## src/rppo_pkg.sv

```systemverilog
`timescale 1ns / 1ps
// ----------------------------------------------------------------------------
// rppo_pkg
// Shared types and constants of the RGB pixel point operation core: request
// and result structs, configuration bundle, mode codes and fixed-point weights.
// ----------------------------------------------------------------------------
package rppo_pkg;

    typedef struct packed {
        logic [7:0] in_red;
        logic [7:0] in_green;
        logic [7:0] in_blue;
    } pixel_in_t;

    typedef struct packed {
        logic [7:0] out_red;
        logic [7:0] out_green;
        logic [7:0] out_blue;
    } pixel_out_t;

    typedef struct packed {
        logic        [2:0]  mode;
        logic signed [23:0] modifier;
    } cfg_t;

    localparam logic [2:0] MODE_ADD  = 3'd0;
    localparam logic [2:0] MODE_SUB  = 3'd1;
    localparam logic [2:0] MODE_MUL  = 3'd2;
    localparam logic [2:0] MODE_DIV  = 3'd3;
    localparam logic [2:0] MODE_MEAN = 3'd4;
    localparam logic [2:0] MODE_LUMA = 3'd5;

    localparam logic CFG_MODE     = 1'b0;
    localparam logic CFG_MODIFIER = 1'b1;

    localparam int QUOT_BITS    = 9;
    localparam int CHAN_LATENCY = QUOT_BITS + 2;
    localparam int GRAY_STAGES  = 3;
    localparam int GRAY_DELAY   = CHAN_LATENCY - GRAY_STAGES;

    localparam logic [15:0] LUMA_WR     = 16'd19595;
    localparam logic [15:0] LUMA_WG     = 16'd38470;
    localparam logic [15:0] LUMA_WB     = 16'd7471;
    localparam logic [24:0] LUMA_ROUND  = 25'd32768;
    localparam logic [11:0] MEAN_RECIP  = 12'd2731;
    localparam int          MEAN_SHIFT  = 14;

endpackage

```

## src/rppo_out_skid.sv

```systemverilog
`timescale 1ns / 1ps
// ----------------------------------------------------------------------------
// rppo_out_skid
// Output register with one skid entry; holds the pipeline while the skid
// entry is occupied so that no result is lost when the receiver stalls.
// ----------------------------------------------------------------------------
module rppo_out_skid (
    input  logic                  clk,
    input  logic                  rst_n,
    input  logic                  push,
    input  rppo_pkg::pixel_out_t  push_data,
    output logic                  full,
    output logic                  result_valid,
    input  logic                  result_ready,
    output rppo_pkg::pixel_out_t  result
);

    logic                 main_valid_reg;
    logic                 skid_valid_reg;
    rppo_pkg::pixel_out_t main_reg;
    rppo_pkg::pixel_out_t skid_reg;
    logic                 main_free;

    assign main_free = ~main_valid_reg | result_ready;

    always_ff @(posedge clk or negedge rst_n)
    begin
        if (!rst_n)
        begin
            main_valid_reg <= 1'b0;
            skid_valid_reg <= 1'b0;
        end
        else if (main_free)
        begin
            main_valid_reg <= skid_valid_reg | push;
            skid_valid_reg <= 1'b0;
        end
        else if (push)
        begin
            skid_valid_reg <= 1'b1;
        end
    end

    always_ff @(posedge clk)
    begin
        if (main_free)
            main_reg <= skid_valid_reg ? skid_reg : push_data;
        else if (push)
            skid_reg <= push_data;
    end

    assign full         = skid_valid_reg;
    assign result_valid = main_valid_reg;
    assign result       = main_reg;

endmodule

```

## config.mk

```make
export PLATFORM = sky130hd
export DESIGN_NAME = rppo_out_skid
export DESIGN_NICKNAME = d
export VERILOG_FILES = /design/src/rppo_pkg.sv /design/src/rppo_out_skid.sv
export SDC_FILE = /design/constraint.sdc
export NUM_CORES = 1
export LEC_CHECK = 0
export BUFFER_PORTS_ARGS = -buffer_cell sky130_fd_sc_hd__buf_4
export CORE_MARGIN = 2
export CORE_UTILIZATION = 54
export DETAILED_ROUTE_END_ITERATION = 10
export GPL_ROUTABILITY_DRIVEN = 0
export PLACE_DENSITY = 0.84
export RECOVER_POWER = 100
export SETUP_SLACK_MARGIN = 0.3
export SKIP_LAST_GASP = 1
export SYNTH_ARGS = -nofsm -noshare
export SYNTH_HDL_FRONTEND = slang
export SYNTH_SLANG_ARGS = --single-unit
```

## constraint.sdc

```tcl
create_clock -name clk -period 4.8 [get_ports clk]
set_clock_uncertainty 0.15 [all_clocks]
set_input_delay 0.24 -clock clk [delete_from_list [all_inputs] [get_ports clk]]
set_output_delay 0.24 -clock clk [all_outputs]
set_load 0.01 [all_outputs]
```

==> key figures <==
Status
  – Status: complete, but fails checks
  – Failing checks: capacitance limit, slew limit

Clocking
  – CTS Buf Count: 5
  – Skew-Pair Late Insertion Delay: 0.34 ns
  – PostCTS Resize Cnt: 0
  – Clock buffer depth: 2
  – Buffer count from post-CTS setup fixing: 0
  – CTS root buf: clkbuf_4
  – Sink Count: 50
  – H-tree levels: 2
  – CTS tree: built
  – # hold bufs at CTS: 26
  – Clock-pin slew on the worst setup and hold paths: 0.13 ns

Floorplanning
  – Overall die height: 63.5 um
  – Die area: 4030 um2
  – Initial Utilization: 56.8%
  – Std cell rows: 21
  – Core footprint: 3360 um2
  – Die X-Extent: 63.5 um
  – IO Count: 54

STA
  – Setup TNS: 0 ns
  – Slew margin rel.: -19.2%
  – Unrepaired setup endpoints after global routing: no
  – Worst slew pin tran: 1.78 ns
  – Final Cycle Share: 65.1%
  – Tmin final: 3.13 ns
  – Fin. Hold Viols: 0
  – Final setup viols: 0
  – Fmax: 0.320 GHz
  – Final Worst Setup Slack: 1.67 ns
  – Final Max Slew Viols: 25

Job
  – Max-Cap Viols: 1

Cells and area
  – Nets@finish: 195
  – Leading cell type in the layout, fill and taps excluded: edfxtp_1
  – Area Overhead vs Synth: 27.4%
  – Share of layout cells above drive strength 1: 16.1%
  – Inserted Diodes: 0
  – Most frequent cells in the layout: edfxtp_1 (48), clkbuf_1 (39), dlygate4sd3_1 (26), mux2_1 (18), clkbuf_4 (17)
  – Non-filler cells in the finished layout: 214

Yosys
  – Syn Nets: 111
  – Post-synthesis cell count: 83
  – Synth top area share: 75.5%
  – Synth Register Bits: 50
  – Avg Synthesized Cell Area: 23.0 um2
  – Synthesized area: 1910 um2
  – Ranking of synthesized cells by area: edfxtp_1 (75%), mux2_4 (15%), mux2_2 (2.9%)
  – Synth Warn #: 0
  – Seq/Total Area, Yosys: 78.1%
  – Leading area contributor after synthesis: edfxtp_1
  – Synth cell types: 10

Global routing
  – Initial antenna violation count: 0
  – Overflow after GRT: 0
  – Vias in the first global route: 1083
  – First-pass GRT wire length: 5200 um
  – Largest net degree at the start of global routing: 28
  – Total GRT Usage: 17.8%

Routing
  – # DRC: 0
  – Starting DRT DRC Count: 31
  – Post-route ant nets: 0
  – Drt wl/cell: 15.6 um
  – Routed WL: 3340 um
  – Avg Vias per Cell: 4.77
  – 1st-pass router iterations: 4
  – Vias post-DR: 1021

Worst setup path
  – Critical path fanouts, max: 27
  – Flop2flop setup slack: 1.67 ns
  – Crit Path Class: reg2reg
  – CP Capture Type: flip-flop
  – Worst endpoint required time: 4.60 ns
  – RR Endpoint: skid_reg[8]
  – FF-to-FF Start: result_valid
  – FF-to-FF path depth: 2
  – WP data arrival: 2.92 ns
  – Startpoint types: flip-flop

Power and ir drop
  – Worst vdd ir: 0.241 mV
  – Pwr/cell area: 337 nW/um2
  – Total power: 0.819 mW
  – P_leak: 0.859 nW

Place
  – Setup slack after placement: 2.06 ns
  – Placed Cells: 180
  – I/O Buffers: 53

Worst hold path
  – Hold WC Path Type: in2async
## kinds of logic after synthesis
| kind of cell | count (synthesis) | synth area share, % |
|---|---|---|
| buf+inv | 4 | 2.88 |
| flops | 50 | 78.1 |
| mux | 24 | 17.9 |
| simple gates | 5 | 1.11 |
## Yosys cell counts (all sizes together)
master / n
edfxtp: 48
mux2: 24
buf: 3
nor2: 3
dfrtp: 2
inv: 1
nand2: 1
nand2b: 1
## where the power goes
part	switching (mW)	total [mW]	internal, mW
clock	0.115	0.200	0.0844
sequential	0.0103	0.526	0.516
combinational	0.0478	0.0934	0.0456
## per-layer routing
layer  part of all wire (%)  global-route usage [%]
met1                     38                    19.2
met2                     57                    34.5
met3                    3.8                    2.86
met4                    1.2                    6.52
met5                      0                       0
## per-stage QoR
step / util (%) / hold WS, ns / cell area, um2
after floorplan: - / -0.206 / 1910
after global placement: 69.1 / -0.127 / 2320
after detailed placement: 69.1 / -0.123 / 2320
after CTS: 78.9 / 0.0350 / 2650
after global routing: 72.3 / 0.0539 / 2430
final: 72.3 / 0.0762 / 2430
## how the worst max path moves through the flow
| stage | startpoint | endpoint | slack, ns |
|---|---|---|---|
| global placement | result_ready | skid_reg[11] | 2.09 |
| finish | result_valid | skid_reg[8] | 1.67 |
| CTS | result_valid | skid_reg[10] | 2.11 |
| global route | result_valid | skid_reg[11] | 1.30 |
| detailed placement | result_ready | skid_reg[10] | 2.06 |
| floorplan | result_valid | skid_reg[0] | 2.14 |
## layout make-up
class / instances / area, um2
fillers: 257 / 931
repair buffers: 80 / 515
well taps: 46 / 57.6
inverters: 1 / 3.75
clock buffers: 7 / 65.1
clock inverters: 1 / 3.75
multi-input cells: 29 / 295
flip-flops and latches: 50 / 1490
## worst max-delay path: stages, from the launching register on
cell	delay, ns
dfrtp_1	0.37
nand2b_1	0.60
nor2_1	1.60
(Power assumes the default switching activity.)
