[src/rppo_pkg.sv]
`timescale 1ns / 1ps
// ----------------------------------------------------------------------------
// rppo_pkg
// Shared types and constants of the RGB pixel point operation core: request
// and result structs, configuration bundle, mode codes and fixed-point weights.
// ----------------------------------------------------------------------------
package rppo_pkg;

    typedef struct packed {
        logic [7:0] in_red;
        logic [7:0] in_green;
        logic [7:0] in_blue;
    } pixel_in_t;

    typedef struct packed {
        logic [7:0] out_red;
        logic [7:0] out_green;
        logic [7:0] out_blue;
    } pixel_out_t;

    typedef struct packed {
        logic        [2:0]  mode;
        logic signed [23:0] modifier;
    } cfg_t;

    localparam logic [2:0] MODE_ADD  = 3'd0;
    localparam logic [2:0] MODE_SUB  = 3'd1;
    localparam logic [2:0] MODE_MUL  = 3'd2;
    localparam logic [2:0] MODE_DIV  = 3'd3;
    localparam logic [2:0] MODE_MEAN = 3'd4;
    localparam logic [2:0] MODE_LUMA = 3'd5;

    localparam logic CFG_MODE     = 1'b0;
    localparam logic CFG_MODIFIER = 1'b1;

    localparam int QUOT_BITS    = 9;
    localparam int CHAN_LATENCY = QUOT_BITS + 2;
    localparam int GRAY_STAGES  = 3;
    localparam int GRAY_DELAY   = CHAN_LATENCY - GRAY_STAGES;

    localparam logic [15:0] LUMA_WR     = 16'd19595;
    localparam logic [15:0] LUMA_WG     = 16'd38470;
    localparam logic [15:0] LUMA_WB     = 16'd7471;
    localparam logic [24:0] LUMA_ROUND  = 25'd32768;
    localparam logic [11:0] MEAN_RECIP  = 12'd2731;
    localparam int          MEAN_SHIFT  = 14;

endpackage

[src/rppo_gray_pipe.sv]
`timescale 1ns / 1ps
// ----------------------------------------------------------------------------
// rppo_gray_pipe
// Gray value pipeline: channel mean via reciprocal multiply and fixed-point
// luma, delayed to line up with the channel pipelines.
// ----------------------------------------------------------------------------
module rppo_gray_pipe (
    input  logic                 clk,
    input  logic                 en,
    input  rppo_pkg::cfg_t       cfg,
    input  rppo_pkg::pixel_in_t  pix,
    output logic [7:0]           gray
);

    logic [9:0]  sum_reg;
    logic [23:0] pr_reg;
    logic [23:0] pg_reg;
    logic [23:0] pb_reg;
    logic [10:0] mean_num;
    logic [22:0] mean_prod_reg;
    logic [24:0] luma_sum_reg;
    logic [7:0]  y_next;
    logic [7:0]  y_reg;
    logic [7:0]  dly_reg [rppo_pkg::GRAY_DELAY];

    always_ff @(posedge clk)
    begin
        if (en)
        begin
            sum_reg <= 10'(pix.in_red) + 10'(pix.in_green) + 10'(pix.in_blue);
            pr_reg  <= 24'(pix.in_red)   * 24'(rppo_pkg::LUMA_WR);
            pg_reg  <= 24'(pix.in_green) * 24'(rppo_pkg::LUMA_WG);
            pb_reg  <= 24'(pix.in_blue)  * 24'(rppo_pkg::LUMA_WB);
        end
    end

    // (2*sum + 3) / 6 as multiply by reciprocal
    assign mean_num = {sum_reg, 1'b0} + 11'd3;

    always_ff @(posedge clk)
    begin
        if (en)
        begin
            mean_prod_reg <= 23'(mean_num) * 23'(rppo_pkg::MEAN_RECIP);
            luma_sum_reg  <= 25'(pr_reg) + 25'(pg_reg) + 25'(pb_reg)
                           + rppo_pkg::LUMA_ROUND;
        end
    end

    always_comb
    begin
        if (cfg.mode == rppo_pkg::MODE_LUMA)
            y_next = luma_sum_reg[24] ? 8'd255 : luma_sum_reg[23:16];
        else
            y_next = mean_prod_reg[rppo_pkg::MEAN_SHIFT+7:rppo_pkg::MEAN_SHIFT];
    end

    always_ff @(posedge clk)
    begin
        if (en)
            y_reg <= y_next;
    end

    // align with channel pipeline depth
    always_ff @(posedge clk)
    begin
        if (en)
        begin
            dly_reg[0] <= y_reg;
            for (int i = 1; i < rppo_pkg::GRAY_DELAY; i++)
                dly_reg[i] <= dly_reg[i-1];
        end
    end

    assign gray = dly_reg[rppo_pkg::GRAY_DELAY-1];

endmodule

[config.mk]
export PLATFORM = sky130hd
export DESIGN_NAME = rppo_gray_pipe
export DESIGN_NICKNAME = d
export VERILOG_FILES = /design/src/rppo_pkg.sv /design/src/rppo_gray_pipe.sv
export SDC_FILE = /design/constraint.sdc
export NUM_CORES = 1
export LEC_CHECK = 0
export BUFFER_PORTS_ARGS = -buffer_cell sky130_fd_sc_hd__buf_2
export CAP_MARGIN = 20
export CORE_MARGIN = 5
export CORE_UTILIZATION = 60
export CTS_BUF_LIST = sky130_fd_sc_hd__clkbuf_4
export CTS_CLUSTER_SIZE = 24
export DETAILED_ROUTE_END_ITERATION = 12
export PLACE_DENSITY = 0.84
export SLEW_MARGIN = 40
export SYNTH_ARGS = -nofsm -noshare
export SYNTH_HDL_FRONTEND = slang
export SYNTH_SLANG_ARGS = --single-unit
[constraint.sdc]
create_clock -name clk -period 15.31 [get_ports clk]
set_input_delay 3.062 -clock clk [delete_from_list [all_inputs] [get_ports clk]]
set_output_delay 3.062 -clock clk [all_outputs]
set_load 0.01 [all_outputs]
==> results.sh <==
export IMPL_gp_congestion=0.857
export IMPL_cp_start_kind="primary input"
export IMPL_setup_worst_path_end_class="register"
export IMPL_relSlewSlack_pct=40.2
export IMPL_cts_buffer_depth=2
export IMPL_routed_wirelength_um=26600
export IMPL_hold_ws_ns=0.425
export IMPL_dr_first_iter_drc_count=574
export IMPL_grt_overflow=0
export IMPL_start_util_pct=60.6
export IMPL_synth_area_um2=14600
export IMPL_synthArstFlopShare_pct=0
export IMPL_grt_antenna_before_repair=5
export IMPL_reg2reg_from="sum_reg[2]$_DFFE_PP_"
export IMPL_fin_cells=1619
export IMPL_drtAntennaViolNets=0
export IMPL_status="complete, no violations"
export IMPL_worstMarginPinSlew_ns=0.874
export IMPL_hp_start="dly_reg[0][11]$_DFFE_PP_"
export IMPL_wirelength_met1_um=11000
export IMPL_ys_seq_elements=166
export IMPL_r2r_cells=22
export IMPL_finalNetCount=1752
export IMPL_dpl_cell_area_um2=15200
export IMPL_finalHoldViolCount=0
export IMPL_cts_root_buffer="clkbuf_4"
export IMPL_cts_sinks=166
export IMPL_hp_class="register to register"
export IMPL_tritoncts="yes"
export IMPL_synth_nets=1706
export IMPL_largest_reg_flops=64
export IMPL_area_growth_syn_to_layout_pct=5.98
export IMPL_synth_area_top_cells="edfxtp_1 34%, ha_1 25%, fa_1 17%, inv_1 6.0%, xnor2_1 3.2%"
export IMPL_slew_violations=0
export IMPL_clk_pin_slew_worst_paths_ns=0.17
export IMPL_ys_seq_area_share_pct=34.0
export IMPL_max_cap_viol_count=0
export IMPL_grt_pass1_wl_um=44500
export IMPL_drive_gt1_share_pct=6.26
export IMPL_met3_length_um=1020
export IMPL_die_y_um=166
export IMPL_h_tree_depth=4
export IMPL_setup_viol=0
export IMPL_yosys_top_cells_count="297 x ha_1, 234 x inv_1, 166 x edfxtp_1"
export IMPL_die_area_um2=27600
export IMPL_fin_setup_tns_ns=0
export IMPL_fin_area_um2=15500
export IMPL_cts_buffers=17
export IMPL_grt_pass1_vias=9321
export IMPL_core_um2=24200
export IMPL_regArea_um2=4980
export IMPL_synth_edf_count=166
export IMPL_timing_fmax_ghz=0.143
export IMPL_fin_crit_sh_pct=45.7
export IMPL_synth_area_leader_cell="edfxtp_1"
export IMPL_dp_hpwl_um=21900
export IMPL_cts_hold_buf=0
export IMPL_dr_total_vias=8917
export IMPL_synth_avg_cell_area_um2=11.9
export IMPL_met2WireLength_um=13900
export IMPL_syn_inst=1234
export IMPL_r2r_end="mean_prod_reg[21]$_DFFE_PP_"
export IMPL_placed_cells=1585
export IMPL_num_rows=57
export IMPL_worstSetupPathType="primary input to register"
export IMPL_worstPathRequired_ns=15.67
export IMPL_cts_repair_resized=0
export IMPL_track_usage_pct=19.9
export IMPL_whs_path_depth=0
export IMPL_synth_cell_types=54
export IMPL_dr_pass1_iters=7
export IMPL_die_x_um=166
export IMPL_multi_input_area_um2=8720
export IMPL_yosysTopAreaCellShare_pct=34.0
export IMPL_yosysWarnings=0
export IMPL_port_buffer_count=36
export IMPL_ios=61
export IMPL_wl_per_cell_um=16.4
export IMPL_grt_max_degree=114
export IMPL_hold_path_end="dly_reg[0][19]$_DFFE_PP_"
export IMPL_post_cts_buffers=0
export IMPL_rsz0062_at_grt="no"
export IMPL_drc=0
export IMPL_path_max_fanout=9
export IMPL_dr_max_layer_used="met5"
export IMPL_critPathArrivalTime_ns=7.36
export IMPL_clock_latency_ns=0.59
export IMPL_layout_min_cycle_time_ns=7.00
export IMPL_rrSetupSlack_ns=9.38
export IMPL_via_per_inst=5.51
export IMPL_yosysMostFrequentCell="ha_1"
export IMPL_fill_cells=1733
export IMPL_skew_ns=0.0308
export IMPL_synth_ff_type="edfxtp_1"
[per-stage QoR]
| step | utilization (%) | worst slack [ns] |
|---|---|---|
| after CTS | 64.2 | 8.34 |
| final | 64.2 | 8.31 |
| after detailed placement | 62.8 | 7.69 |
| after global placement | 62.8 | 7.71 |
| after floorplan | - | 8.21 |
| after global routing | 64.2 | 8.19 |
[cells by family (layout without fill, tap and decap cells)]
kind of cell             after synthesis  in the layout  share of synthesized area, %
adder cells (fa/ha/maj)              419            419                          42.0
buffers and inverters                244            303                          6.46
AO/OA/AOI/OAI                        174            174                          7.77
flip-flops                           166            166                          34.0
AND/OR/NAND/NOR                      155            155                          5.13
XOR/XNOR                              74             74                          4.43
multiplexers                           2              2                         0.137
other                                  0              2                             0
[routing by layer]
| metal | vias up | track usage (%) |
|---|---|---|
| met4 | 6 | 6.37 |
| li1 | 4362 | - |
| met2 | 185 | 35.8 |
| met1 | 4319 | 24.5 |
| met5 | - | 0 |
| met3 | 45 | 3.43 |
[how the worst max path moves through the flow]
stage	end	slack [ns]	cells past startpoint	from
global placement	pb_reg[19]$_DFFE_PP_	7.71	15	pix[6]
detailed placement	pb_reg[19]$_DFFE_PP_	7.69	15	pix[6]
finish	pb_reg[19]$_DFFE_PP_	8.31	15	pix[6]
floorplan	pb_reg[19]$_DFFE_PP_	8.21	14	pix[5]
global route	pb_reg[19]$_DFFE_PP_	8.19	15	pix[6]
CTS	pb_reg[19]$_DFFE_PP_	8.34	15	pix[6]
[layout make-up]
| class | count | area share, % |
|---|---|---|
| Sequential cell | 166 | 32.1 |
| Inverter | 234 | 5.66 |
| Tap cell | 324 | 2.61 |
| Multi-Input combinational cell | 824 | 56.2 |
| Clock inverter | 15 | 1.34 |
| Timing Repair Buffer | 37 | 1.27 |
| Clock buffer | 17 | 0.822 |
| Antenna cell | 2 | 0.0322 |
[critical path: stages]
cell,delay (ns)
buf_2,0.28
fa_1,0.55
fa_1,0.56
inv_1,0.06
fa_1,0.52
inv_1,0.06
fa_1,0.47
ha_1,0.35
a21boi_1,0.16
o21a_1,0.19
o21ai_1,0.12
nand2b_1,0.09
a31o_1,0.30
or4_1,0.40
and4_1,0.18
[placed cells by master, fill, tap and decap left out, types with 11 or more instances in the layout]
master and instances:
xor2_1 21, inv_1 234, ha_1 297, buf_2 35
nand2_1 28, o21ai_1 12, a21oi_1 51, edfxtp_1 166
nand3_1 14, fa_1 122, o21a_1 11, o21ai_0 23
nor3_1 17, nor2_1 49, xnor2_1 53, clkbuf_4 17
a21o_1 21, o21bai_1 14
Power is left out: the tool's default activity adds up to more than one toggle a clock period on the data nets, which glitch-free logic cannot reach.
