===== config.mk =====
export PLATFORM = sky130hd
export DESIGN_NAME = rppo_chan_pipe
export DESIGN_NICKNAME = d
export VERILOG_FILES = /design/src/rppo_pkg.sv /design/src/rppo_chan_pipe.sv
export SDC_FILE = /design/constraint.sdc
export NUM_CORES = 1
export LEC_CHECK = 0
export ABC_AREA = 1
export ABC_CLOCK_PERIOD_IN_PS = 10370
export BUFFER_PORTS_ARGS = -buffer_cell sky130_fd_sc_hd__buf_2
export CORE_ASPECT_RATIO = 0.7
export CORE_MARGIN = 3
export CORE_UTILIZATION = 43
export CTS_CLUSTER_SIZE = 30
export DETAILED_ROUTE_END_ITERATION = 7
export SETUP_SLACK_MARGIN = 0.15
export SYNTH_ARGS = -nofsm -noshare
export SYNTH_HDL_FRONTEND = slang
export SYNTH_SLANG_ARGS = --single-unit

===== constraint.sdc =====
create_clock -name clk -period 10.37 [get_ports clk]
set_input_delay 2.074 -clock clk [delete_from_list [all_inputs] [get_ports clk]]
set_output_delay 2.074 -clock clk [all_outputs]
set_load 0.02 [all_outputs]

===== src/rppo_pkg.sv =====
`timescale 1ns / 1ps
// ----------------------------------------------------------------------------
// rppo_pkg
// Shared types and constants of the RGB pixel point operation core: request
// and result structs, configuration bundle, mode codes and fixed-point weights.
// ----------------------------------------------------------------------------
package rppo_pkg;

    typedef struct packed {
        logic [7:0] in_red;
        logic [7:0] in_green;
        logic [7:0] in_blue;
    } pixel_in_t;

    typedef struct packed {
        logic [7:0] out_red;
        logic [7:0] out_green;
        logic [7:0] out_blue;
    } pixel_out_t;

    typedef struct packed {
        logic        [2:0]  mode;
        logic signed [23:0] modifier;
    } cfg_t;

    localparam logic [2:0] MODE_ADD  = 3'd0;
    localparam logic [2:0] MODE_SUB  = 3'd1;
    localparam logic [2:0] MODE_MUL  = 3'd2;
    localparam logic [2:0] MODE_DIV  = 3'd3;
    localparam logic [2:0] MODE_MEAN = 3'd4;
    localparam logic [2:0] MODE_LUMA = 3'd5;

    localparam logic CFG_MODE     = 1'b0;
    localparam logic CFG_MODIFIER = 1'b1;

    localparam int QUOT_BITS    = 9;
    localparam int CHAN_LATENCY = QUOT_BITS + 2;
    localparam int GRAY_STAGES  = 3;
    localparam int GRAY_DELAY   = CHAN_LATENCY - GRAY_STAGES;

    localparam logic [15:0] LUMA_WR     = 16'd19595;
    localparam logic [15:0] LUMA_WG     = 16'd38470;
    localparam logic [15:0] LUMA_WB     = 16'd7471;
    localparam logic [24:0] LUMA_ROUND  = 25'd32768;
    localparam logic [11:0] MEAN_RECIP  = 12'd2731;
    localparam int          MEAN_SHIFT  = 14;

endpackage


===== src/rppo_chan_pipe.sv =====
`timescale 1ns / 1ps
// ----------------------------------------------------------------------------
// rppo_chan_pipe
// Per-channel arithmetic pipeline: add, subtract and multiply by the Q16.8
// modifier, and a restoring divider with one quotient bit per stage.
// ----------------------------------------------------------------------------
module rppo_chan_pipe (
    input  logic             clk,
    input  logic             en,
    input  rppo_pkg::cfg_t   cfg,
    input  logic [7:0]       chan,
    output logic [7:0]       res
);

    logic signed [32:0] c_ext;
    logic signed [32:0] m_ext;
    logic signed [32:0] base;
    logic signed [32:0] prod;
    logic signed [32:0] t_next;
    logic        [24:0] n_next;
    logic        [24:0] divisor;

    logic        [7:0]  c_reg [rppo_pkg::QUOT_BITS+1];
    logic signed [32:0] t_reg [rppo_pkg::QUOT_BITS+1];
    logic        [24:0] r_reg [rppo_pkg::QUOT_BITS+1];
    logic [rppo_pkg::QUOT_BITS-1:0] q_reg [rppo_pkg::QUOT_BITS+1];

    logic        [7:0]  res_next;
    logic        [7:0]  res_reg;
    logic signed [32:0] t_fin;
    logic        [32:0] rnd;
    logic        [7:0]  sat_val;
    logic        [7:0]  div_val;

    assign c_ext   = {25'd0, chan};
    assign m_ext   = {{9{cfg.modifier[23]}}, cfg.modifier};
    assign base    = {17'd0, chan, 8'd0};
    assign prod    = c_ext * m_ext;
    assign n_next  = {8'd0, chan, 9'd0} + {cfg.modifier[23], cfg.modifier};
    assign divisor = {cfg.modifier, 1'b0};

    always_comb
    begin
        case (cfg.mode)
            rppo_pkg::MODE_ADD: t_next = base + m_ext;
            rppo_pkg::MODE_SUB: t_next = base - m_ext;
            rppo_pkg::MODE_MUL: t_next = prod;
            default:            t_next = '0;
        endcase
    end

    // operand stage
    always_ff @(posedge clk)
    begin
        if (en)
        begin
            c_reg[0] <= chan;
            t_reg[0] <= t_next;
            r_reg[0] <= n_next;
            q_reg[0] <= '0;
        end
    end

    // one quotient bit per stage, most significant first
    for (genvar k = 0; k < rppo_pkg::QUOT_BITS; k++)
    begin : g_div
        localparam int BIT = rppo_pkg::QUOT_BITS - 1 - k;
        logic [33:0] dsh;
        logic [33:0] rem;
        logic [33:0] diff;
        logic        fits;

        assign dsh  = {9'd0, divisor} << BIT;
        assign rem  = {9'd0, r_reg[k]};
        assign diff = rem - dsh;
        assign fits = (rem >= dsh);

        always_ff @(posedge clk)
        begin
            if (en)
            begin
                c_reg[k+1] <= c_reg[k];
                t_reg[k+1] <= t_reg[k];
                r_reg[k+1] <= fits ? diff[24:0] : r_reg[k];
                q_reg[k+1] <= q_reg[k] | (fits ? (rppo_pkg::QUOT_BITS)'(1) << BIT
                                              : (rppo_pkg::QUOT_BITS)'(0));
            end
        end
    end

    // round half up and saturate
    assign t_fin = t_reg[rppo_pkg::QUOT_BITS];
    assign rnd   = t_fin + 33'sd128;

    always_comb
    begin
        if (t_fin[32])
            sat_val = 8'd0;
        else if (|rnd[32:16])
            sat_val = 8'd255;
        else
            sat_val = rnd[15:8];
    end

    always_comb
    begin
        if (cfg.modifier == 24'sd0)
            div_val = c_reg[rppo_pkg::QUOT_BITS];
        else if (cfg.modifier[23])
            div_val = 8'd0;
        else if (q_reg[rppo_pkg::QUOT_BITS][rppo_pkg::QUOT_BITS-1])
            div_val = 8'd255;
        else
            div_val = q_reg[rppo_pkg::QUOT_BITS][7:0];
    end

    always_comb
    begin
        case (cfg.mode) inside
            rppo_pkg::MODE_ADD, rppo_pkg::MODE_SUB, rppo_pkg::MODE_MUL:
                res_next = sat_val;
            rppo_pkg::MODE_DIV:
                res_next = div_val;
            default:
                res_next = c_reg[rppo_pkg::QUOT_BITS];
        endcase
    end

    always_ff @(posedge clk)
    begin
        if (en)
            res_reg <= res_next;
    end

    assign res = res_reg;

endmodule


==> results.txt, run 1 <==
Status: finished clean
# clock sinks: 618
Placement-stage worst setup slack: 3.39 ns
Clock buffer depth: 3
Largest family of logic cells by synthesized area: simple AND/OR/NAND/NOR gates
Synthesized net count: 4,568
Initial DRT Pass Iterations: 6
Maximum number of pins on one net before global-route repair: 188
Via count of the first global-routing pass: 26,782
Data required time at the worst endpoint: 10.74 ns
Share of cells above drive strength 1: 6.30%
Area share of the leading cell type in the synthesized netlist: 47.0%
Critical path peak fanout: 26
Unique cell type count in the Yosys netlist: 57
Slew Viols, Final: 0
Antenna violations before repair: 1
Number of nets in the finished design: 4,622
Area inside the core boundary: 90,500 sq um
Xor and xnor area share after synthesis: 3.10%
Asr flop ratio synth: 0%
Gate count of the mapped netlist: 4,104
Post-synthesis adder-cell area fraction: 16.5%
Buffers inserted during post-CTS setup optimization: 0
GRT Util Overall: 21.3%
Path class of the lowest-slack min-delay path: flop to flop
Fraction of synthesized area in multiplexers: 0%
Number of primary I/O pins: 45
Number of DRC markers in iteration 0: 2,956
Global-route wire length before repair: 157 mm
Share of the clock period used by the worst path after layout: 61.9%
Synthesized area divided by synthesized cell count: 9.62 sq um
Remaining global-route overflow: 0
CTS Hold Bufs: 0
Mapped Area: 39,500 sq um
Clock-pin transition on the worst setup and hold timing paths: 0.06 ns
Most instantiated library cell after synthesis: sky130_fd_sc_hd__nand2_1
Share of synthesized cell area in and, or, nand and nor gates: 17.5%
Skew-Pair Late Insertion Delay: 0.66 ns
P per Cell Area: 189 nW/um^2
Fraction of the yosys area taken by sequential cells: 47.0%
Average wire per standard cell: 18.8 um
Post-route clock skew: 0.0450 ns
Number of failing hold endpoints at the final stage: 0
Ranking of synthesized cells by area: sky130_fd_sc_hd__edfxtp_1 47%, sky130_fd_sc_hd__nand2_1 9.0%, sky130_fd_sc_hd__ha_1 8.5%
TritonCTS clock tree: yes
Chip width: 368 um
Placer Congestion: 0.949
Classification of the worst setup path: input port to flop
WP data arrival: 6.78 ns
Placed standard-cell area: 41,000 sq um
CTS Root Buffer Type: sky130_fd_sc_hd__clkbuf_16
Final count of negative-setup-slack endpoints: 0
Post-layout minimum cycle time: 6.42 ns
Area enclosed by the die boundary: 95,600 sq um
Element type at the critical path end: flop
Logic gate share of total power: 34.8%
Total DRC errors in the routed layout: 0
Internal power consumption: 5.23 mW
Final setup TNS: 0 ns
Prevailing post-synth register cell: sky130_fd_sc_hd__edfxtp_1
Drt total wl: 102 mm
Final instance area: 43,000 sq um
Critical Path Start Type: input port
Via count: 28,433
Total chip power: 8.15 mW
Half-perimeter wire length of the detailed placement result: 76.2 mm
Starting Density: 43.6%
Cell taking the most area after synthesis: sky130_fd_sc_hd__edfxtp_1
Warnings from Yosys: 0
Worst setup margin: 3.95 ns
Achievable Freq: 156 MHz
Static leakage power: 18.7 nW
Largest voltage drop on the vdd net: 138 uV
Avg Vias per Cell: 5.24
Flip-flop and latch count after synthesis: 618
Number of input and output port buffers inserted: 44
TritonCTS buffer count: 61
Slew HR: 25.8%
CTS H-tree lvls: 2
Worst hold slack: 0.373 ns
List of most frequent post-synthesis cells: 945 x sky130_fd_sc_hd__nand2_1, 618 x sky130_fd_sc_hd__edfxtp_1, 577 x sky130_fd_sc_hd__inv_1
Antenna cell count: 0
Maximum Capacitance Violations: 0
Count of flip-flops with a built-in enable after synthesis: 618
Total net switching power: 2.92 mW
Measured slew at the worst slew-check pin: 1.11 ns
Fraction of power spent switching nets: 35.8%
Number of flip-flops in the largest register: 260
Number of gates given a new drive strength after cts: 0
Site Rows: 92
Compound-cell area share of the yosys netlist: 9.14%
Routed Antenna Nets: 0
Area grow syn2layout: 9.00%
Die extent in y: 260 um
Fraction of power consumed by sequential logic: 38.0%
Relative contribution of the clock network to total power: 27.3%
RSZ-0062 raised after global routing: false
placed cells by master (no fill, tap or decap), drive strengths merged, types with 5 or more instances in the layout:
| cell type | netlist | layout |
|---|---|---|
| nand2 | 952 | 952 |
| edfxtp | 618 | 618 |
| inv | 595 | 601 |
| nor2 | 310 | 310 |
| a21oi | 270 | 270 |
| ha | 269 | 269 |
| o21ai | 228 | 228 |
| nand3 | 200 | 200 |
| fa | 158 | 158 |
| xnor2 | 73 | 73 |
| clkbuf | 34 | 70 |
| xor2 | 67 | 67 |
| buf | 39 | 64 |
| nand4 | 53 | 53 |
| nor3 | 43 | 43 |
| a21o | 27 | 27 |
| nor4 | 26 | 26 |
| o21bai | 23 | 23 |
| clkinv | 0 | 23 |
| a31oi | 19 | 19 |
| o211ai | 17 | 17 |
| nand3b | 16 | 16 |
| or2 | 15 | 15 |
| o21a | 14 | 14 |
| a21boi | 14 | 14 |
| bufinv | 0 | 6 |
| clkinvlp | 0 | 6 |
| o221ai | 5 | 5 |
power by group through the flow:
stage          logic, mW  registers, mW  clock network, mW
6_report            2.83           3.09               2.22
5_1_grt             3.21           3.11               2.40
4_1_cts             2.80           3.09               2.29
3_5_place_dp        2.79           3.14                  0
3_3_place_gp        2.78           3.14                  0
2_1_floorplan       2.02           3.10                  0
critical path: stages:
cell and delay (ns):
sky130_fd_sc_hd__buf_2 0.49, sky130_fd_sc_hd__ha_1 0.29, sky130_fd_sc_hd__inv_1 0.09, sky130_fd_sc_hd__fa_1 0.54, sky130_fd_sc_hd__inv_1 0.07, sky130_fd_sc_hd__fa_1 0.47
sky130_fd_sc_hd__fa_1 0.49, sky130_fd_sc_hd__inv_1 0.05, sky130_fd_sc_hd__fa_1 0.53, sky130_fd_sc_hd__inv_1 0.05, sky130_fd_sc_hd__ha_1 0.34, sky130_fd_sc_hd__a21oi_1 0.28
sky130_fd_sc_hd__o21ai_0 0.15, sky130_fd_sc_hd__a21oi_1 0.14, sky130_fd_sc_hd__nand2_1 0.13, sky130_fd_sc_hd__nand2_1 0.08, sky130_fd_sc_hd__nand2_1 0.05, sky130_fd_sc_hd__or2_2 0.27
sky130_fd_sc_hd__nand3_1 0.07, sky130_fd_sc_hd__nand3_1 0.08
layer usage:
layer	track usage (%)	routed length [um]
met5	0	0
met4	4.54	2030
met3	4.54	9100
met2	28.2	38900
met1	34.7	52100
final cells by class:
type	count	area [sq um]
timing repair buffer	64	418
clock inverter	41	429
tap	1222	1530
sequential	618	18600
fill	8612	47400
multi-input combinational	2818	18300
inverter	595	2230
clock buffer	70	1580
logic make-up (layout without fill, tap and decap cells):
logic type                 Yosys count  count (layout)
and+or+nand+nor                   1622            1622
adders and majority gates          427             427
buffers and inverters              668             770
AOI/OAI and AO/OA                  629             629
xor gates and xnor gates           140             140
DFF                                618             618
final timing paths:
check | cells past startpoint | slack [ns] | startpoint | to
max | 20 | 3.95 | chan[0] | t_reg[0][22]$_DFFE_PP_
max reg2reg | 10 | 7.16 | r_reg[7][6]$_DFFE_PP_ | r_reg[8][4]$_DFFE_PP_
min reg2reg | 0 | 0.37 | c_reg[3][7]$_DFFE_PP_ | c_reg[4][7]$_DFFE_PP_
min | 0 | 0.37 | c_reg[3][7]$_DFFE_PP_ | c_reg[4][7]$_DFFE_PP_
through the flow:
step,util [%],instances
3_5_place_dp,45.4,5317
4_1_cts,47.6,5428
6_report,47.6,5428
2_1_floorplan,-,4104
3_3_place_gp,45.4,5317
5_1_grt,47.6,5428
No activity file was read; power rests on OpenSTA's default activity.
==> run 2: changes to the inputs <==
ABC_CLOCK_PERIOD_IN_PS = 6100   (was 10370)
clock period = 6.1 ns   (was 10.37 ns; I/O delays follow)
==> results.txt, run 2 (synthesized netlist as in run 1, its figures left out) <==
TritonCTS buffer count: 60 (-1.6%)
Launching point of the worst reg2reg path: r_reg[6][8]$_DFFE_PP_
Share of cells above drive strength 1: 7.48% (+1.2 points)
Post-layout minimum cycle time: 5.42 ns
Endpoint of the worst register-to-register path: r_reg[7][14]$_DFFE_PP_
Element type at the critical path end: flop
Clock-pin transition on the worst setup and hold timing paths: 0.07 ns (about the same)
Setup slack of the most critical reg-to-reg path: 3.06 ns (-4.10 ns)
Chip width: 368 um (unchanged)
Via count of the first global-routing pass: 27,018 (+0.88%)
Average wire per standard cell: 19.2 um (+2.1%)
Crit path depth: 17 (-15%)
Fraction of power consumed by sequential logic: 37.5% (-0.5 points)
Area enclosed by the die boundary: 95,600 sq um (unchanged)
Final core utilization: 48.0% (+0.45 points)
Cell class contributing the biggest share of worst-path delay: adder cells
Number of failing hold endpoints at the final stage: 0 (unchanged)
Post-route clock skew: 0.0364 ns (-0.00860 ns)
Status: finished clean
Initial DRT Pass Iterations: 6 (unchanged)
Leading cell type in the layout, fill and taps excluded: sky130_fd_sc_hd__nand2_1
Site Rows: 92 (unchanged)
TritonCTS clock tree: yes
Highest cell delay on the worst timing path: 0.56 ns (+0.02 ns)
Launching instance or port of the critical path: chan[5]
Clock buffer depth: 3 (unchanged)
Total DRC errors in the routed layout: 0 (unchanged)
Logic gate share of total power: 35.0% (+0.2 points)
Area inside the core boundary: 90,500 sq um (unchanged)
Internal power consumption: 8.99 mW (+72%)
Path class of the lowest-slack min-delay path: flop to flop
Routing layer with the top usage in global route: met1
GRT Util Overall: 22.0% (+0.70 points)
Classification of the worst setup path: input port to flop
Data required time at the worst endpoint: 6.47 ns (-4.27 ns)
Routed Antenna Nets: 0 (unchanged)
Buffers & Inverters on Critical Path: 4 (-1)
Hold_sp: t_reg[1][9]$_DFFE_PP_
Largest voltage drop on the vdd net: 220 uV (+60%)
GRT met1 Usage: 35.6% (+0.82 points)
Number of primary I/O pins: 45 (unchanged)
Maximum number of pins on one net before global-route repair: 138 (-27%)
R2R cell count: 9 (-1)
Placer Congestion: 0.946 (-0.26%)
Slew Viols, Final: 0 (unchanged)
Starting Density: 43.6% (unchanged)
Avg Vias per Cell: 5.26 (+0.51%)
Maximum Capacitance Violations: 0 (unchanged)
Final count of negative-setup-slack endpoints: 0 (unchanged)
Met3 Use GR: 5.59% (+1.1 points)
CTS Root Buffer Type: sky130_fd_sc_hd__clkbuf_16
Final setup TNS: 0 ns (unchanged)
Number of input and output port buffers inserted: 44 (unchanged)
Critical path peak fanout: 13 (-50%)
Global-route wire length before repair: 161 mm (+2.3%)
Capture endpoint of the worst hold path: t_reg[2][9]$_DFFE_PP_
# clock sinks: 618 (unchanged)
Slew HR: 20.2% (-5.5 points)
Relative contribution of the clock network to total power: 27.5% (+0.2 points)
Half-perimeter wire length of the detailed placement result: 81.0 mm (+6.3%)
Most repeated library cell on the critical path: sky130_fd_sc_hd__fa_1
Skew-Pair Late Insertion Delay: 0.65 ns (about the same)
RSZ-0062 raised after global routing: false
Static leakage power: 19.0 nW (+1.4%)
Share of the clock period used by the worst path after layout: 88.8%
Measured slew at the worst slew-check pin: 1.19 ns (+0.0784 ns)
Met2 Track Usage GR: 28.5% (+0.32 points)
Number of nets in the finished design: 4,669 (+1.0%)
Via count: 28,835 (+1.4%)
Number of gates given a new drive strength after cts: 0 (unchanged)
P per Cell Area: 322 nW/um^2 (+70%)
List of cells traversed by the critical path: buf_2 -> nand2_1 -> fa_1 -> inv_1 -> fa_1 -> fa_1 -> inv_1 -> fa_1 -> inv_1 -> ha_1 -> nand2_1 -> nor2_1 -> nand4_1 -> o21ai_1 -> nand3_1 -> a21oi_1 -> o21ai_1
Buffers inserted during post-CTS setup optimization: 0 (unchanged)
Antenna violations before repair: 7 (+6)
Cell type of the slowest stage on the worst timing path: sky130_fd_sc_hd__fa_1
Achievable Freq: 185 MHz
Number of flip-flops in the largest register: 260 (unchanged)
CTS H-tree lvls: 2 (unchanged)
Fraction of power spent switching nets: 35.8% (about the same)
Area grow syn2layout: 10.0%
Critical Path Start Type: input port
CTS Hold Bufs: 0 (unchanged)
Cells on Worst Hold Path: 0 (unchanged)
WP data arrival: 5.79 ns (-0.99 ns)
Drt total wl: 105 mm (+3.0%)
Top library cells by usage in the layout, fill and taps aside: 945 x sky130_fd_sc_hd__nand2_1, 618 x sky130_fd_sc_hd__edfxtp_1, 577 x sky130_fd_sc_hd__inv_1, 293 x sky130_fd_sc_hd__nor2_1, 269 x sky130_fd_sc_hd__ha_1
Remaining global-route overflow: 0 (unchanged)
Number of DRC markers in iteration 0: 2,698 (-8.7%)
Die extent in y: 260 um (unchanged)
Total net switching power: 5.02 mW (+72%)
run 2: changes by cell type in the layout (fill, tap and decap cells not counted), sizes merged:
cell	before	now
diode	0	2
bufinv	6	7
clkinvlp	6	4
buf	64	112
clkbuf	70	69
clkinv	23	24
run 2: metrics by stage:
step	hold slack [ns]	cell area (sq um)	power (mW)	worst slack (ns)	instances
after floorplan	0.400	39500	8.70	0.642	4104
after global placement	0.400	41400	10.2	0.0926	5365
after detailed placement	0.405	41400	10.2	0.100	5365
after CTS	0.380	43500	14.1	0.750	5475
after global routing	0.398	43500	15.0	0.353	5477
final	0.381	43500	14.0	0.681	5477
run 2: area by class of cell:
class / instances / area, sq um
well taps: 1222 / 1530
inverters: 595 / 2230
clock inverters: 41 / 488
diodes: 2 / 5.00
flip-flops and latches: 618 / 18600
multi-input cells: 2818 / 18300
repair buffers: 112 / 791
clock buffers: 69 / 1560
fillers: 8540 / 47000
run 2: worst max path at each step:
stage / endpoint / slack, ns
finish: t_reg[0][29]$_DFFE_PP_ / 0.68
global route: t_reg[0][27]$_DFFE_PP_ / 0.35
CTS: t_reg[0][27]$_DFFE_PP_ / 0.75
detailed placement: t_reg[0][27]$_DFFE_PP_ / 0.10
global placement: t_reg[0][29]$_DFFE_PP_ / 0.09
floorplan: t_reg[0][22]$_DFFE_PP_ / 0.64
run 2: worst reg2reg max path, stage by stage (launching register included):
cell and delay (ns):
sky130_fd_sc_hd__edfxtp_1 0.40, sky130_fd_sc_hd__ha_1 0.38, sky130_fd_sc_hd__a21oi_1 0.26, sky130_fd_sc_hd__o21ai_1 0.14, sky130_fd_sc_hd__nor2_1 0.23, sky130_fd_sc_hd__o21ai_2 0.15
sky130_fd_sc_hd__nand2_1 0.10, sky130_fd_sc_hd__nand3_2 0.68, sky130_fd_sc_hd__nor2_1 0.32, sky130_fd_sc_hd__a31oi_1 0.09
run 2: power by group through the flow:
stage          logic, mW  clock network [mW]  registers, mW
2_1_floorplan       3.43                   0           5.28
3_3_place_gp        4.84                   0           5.34
3_5_place_dp        4.83                   0           5.35
4_1_cts             4.86                3.96           5.26
5_1_grt             5.58                4.13           5.29
6_report            4.90                3.85           5.26
run 2: metal layers:
| layer | wire length [um] | share of wire [%] |
|---|---|---|
| met1 | 52800 | 50 |
| met2 | 39300 | 37 |
| met3 | 10800 | 10 |
| met4 | 2390 | 2.3 |
| met5 | 0 | 0 |
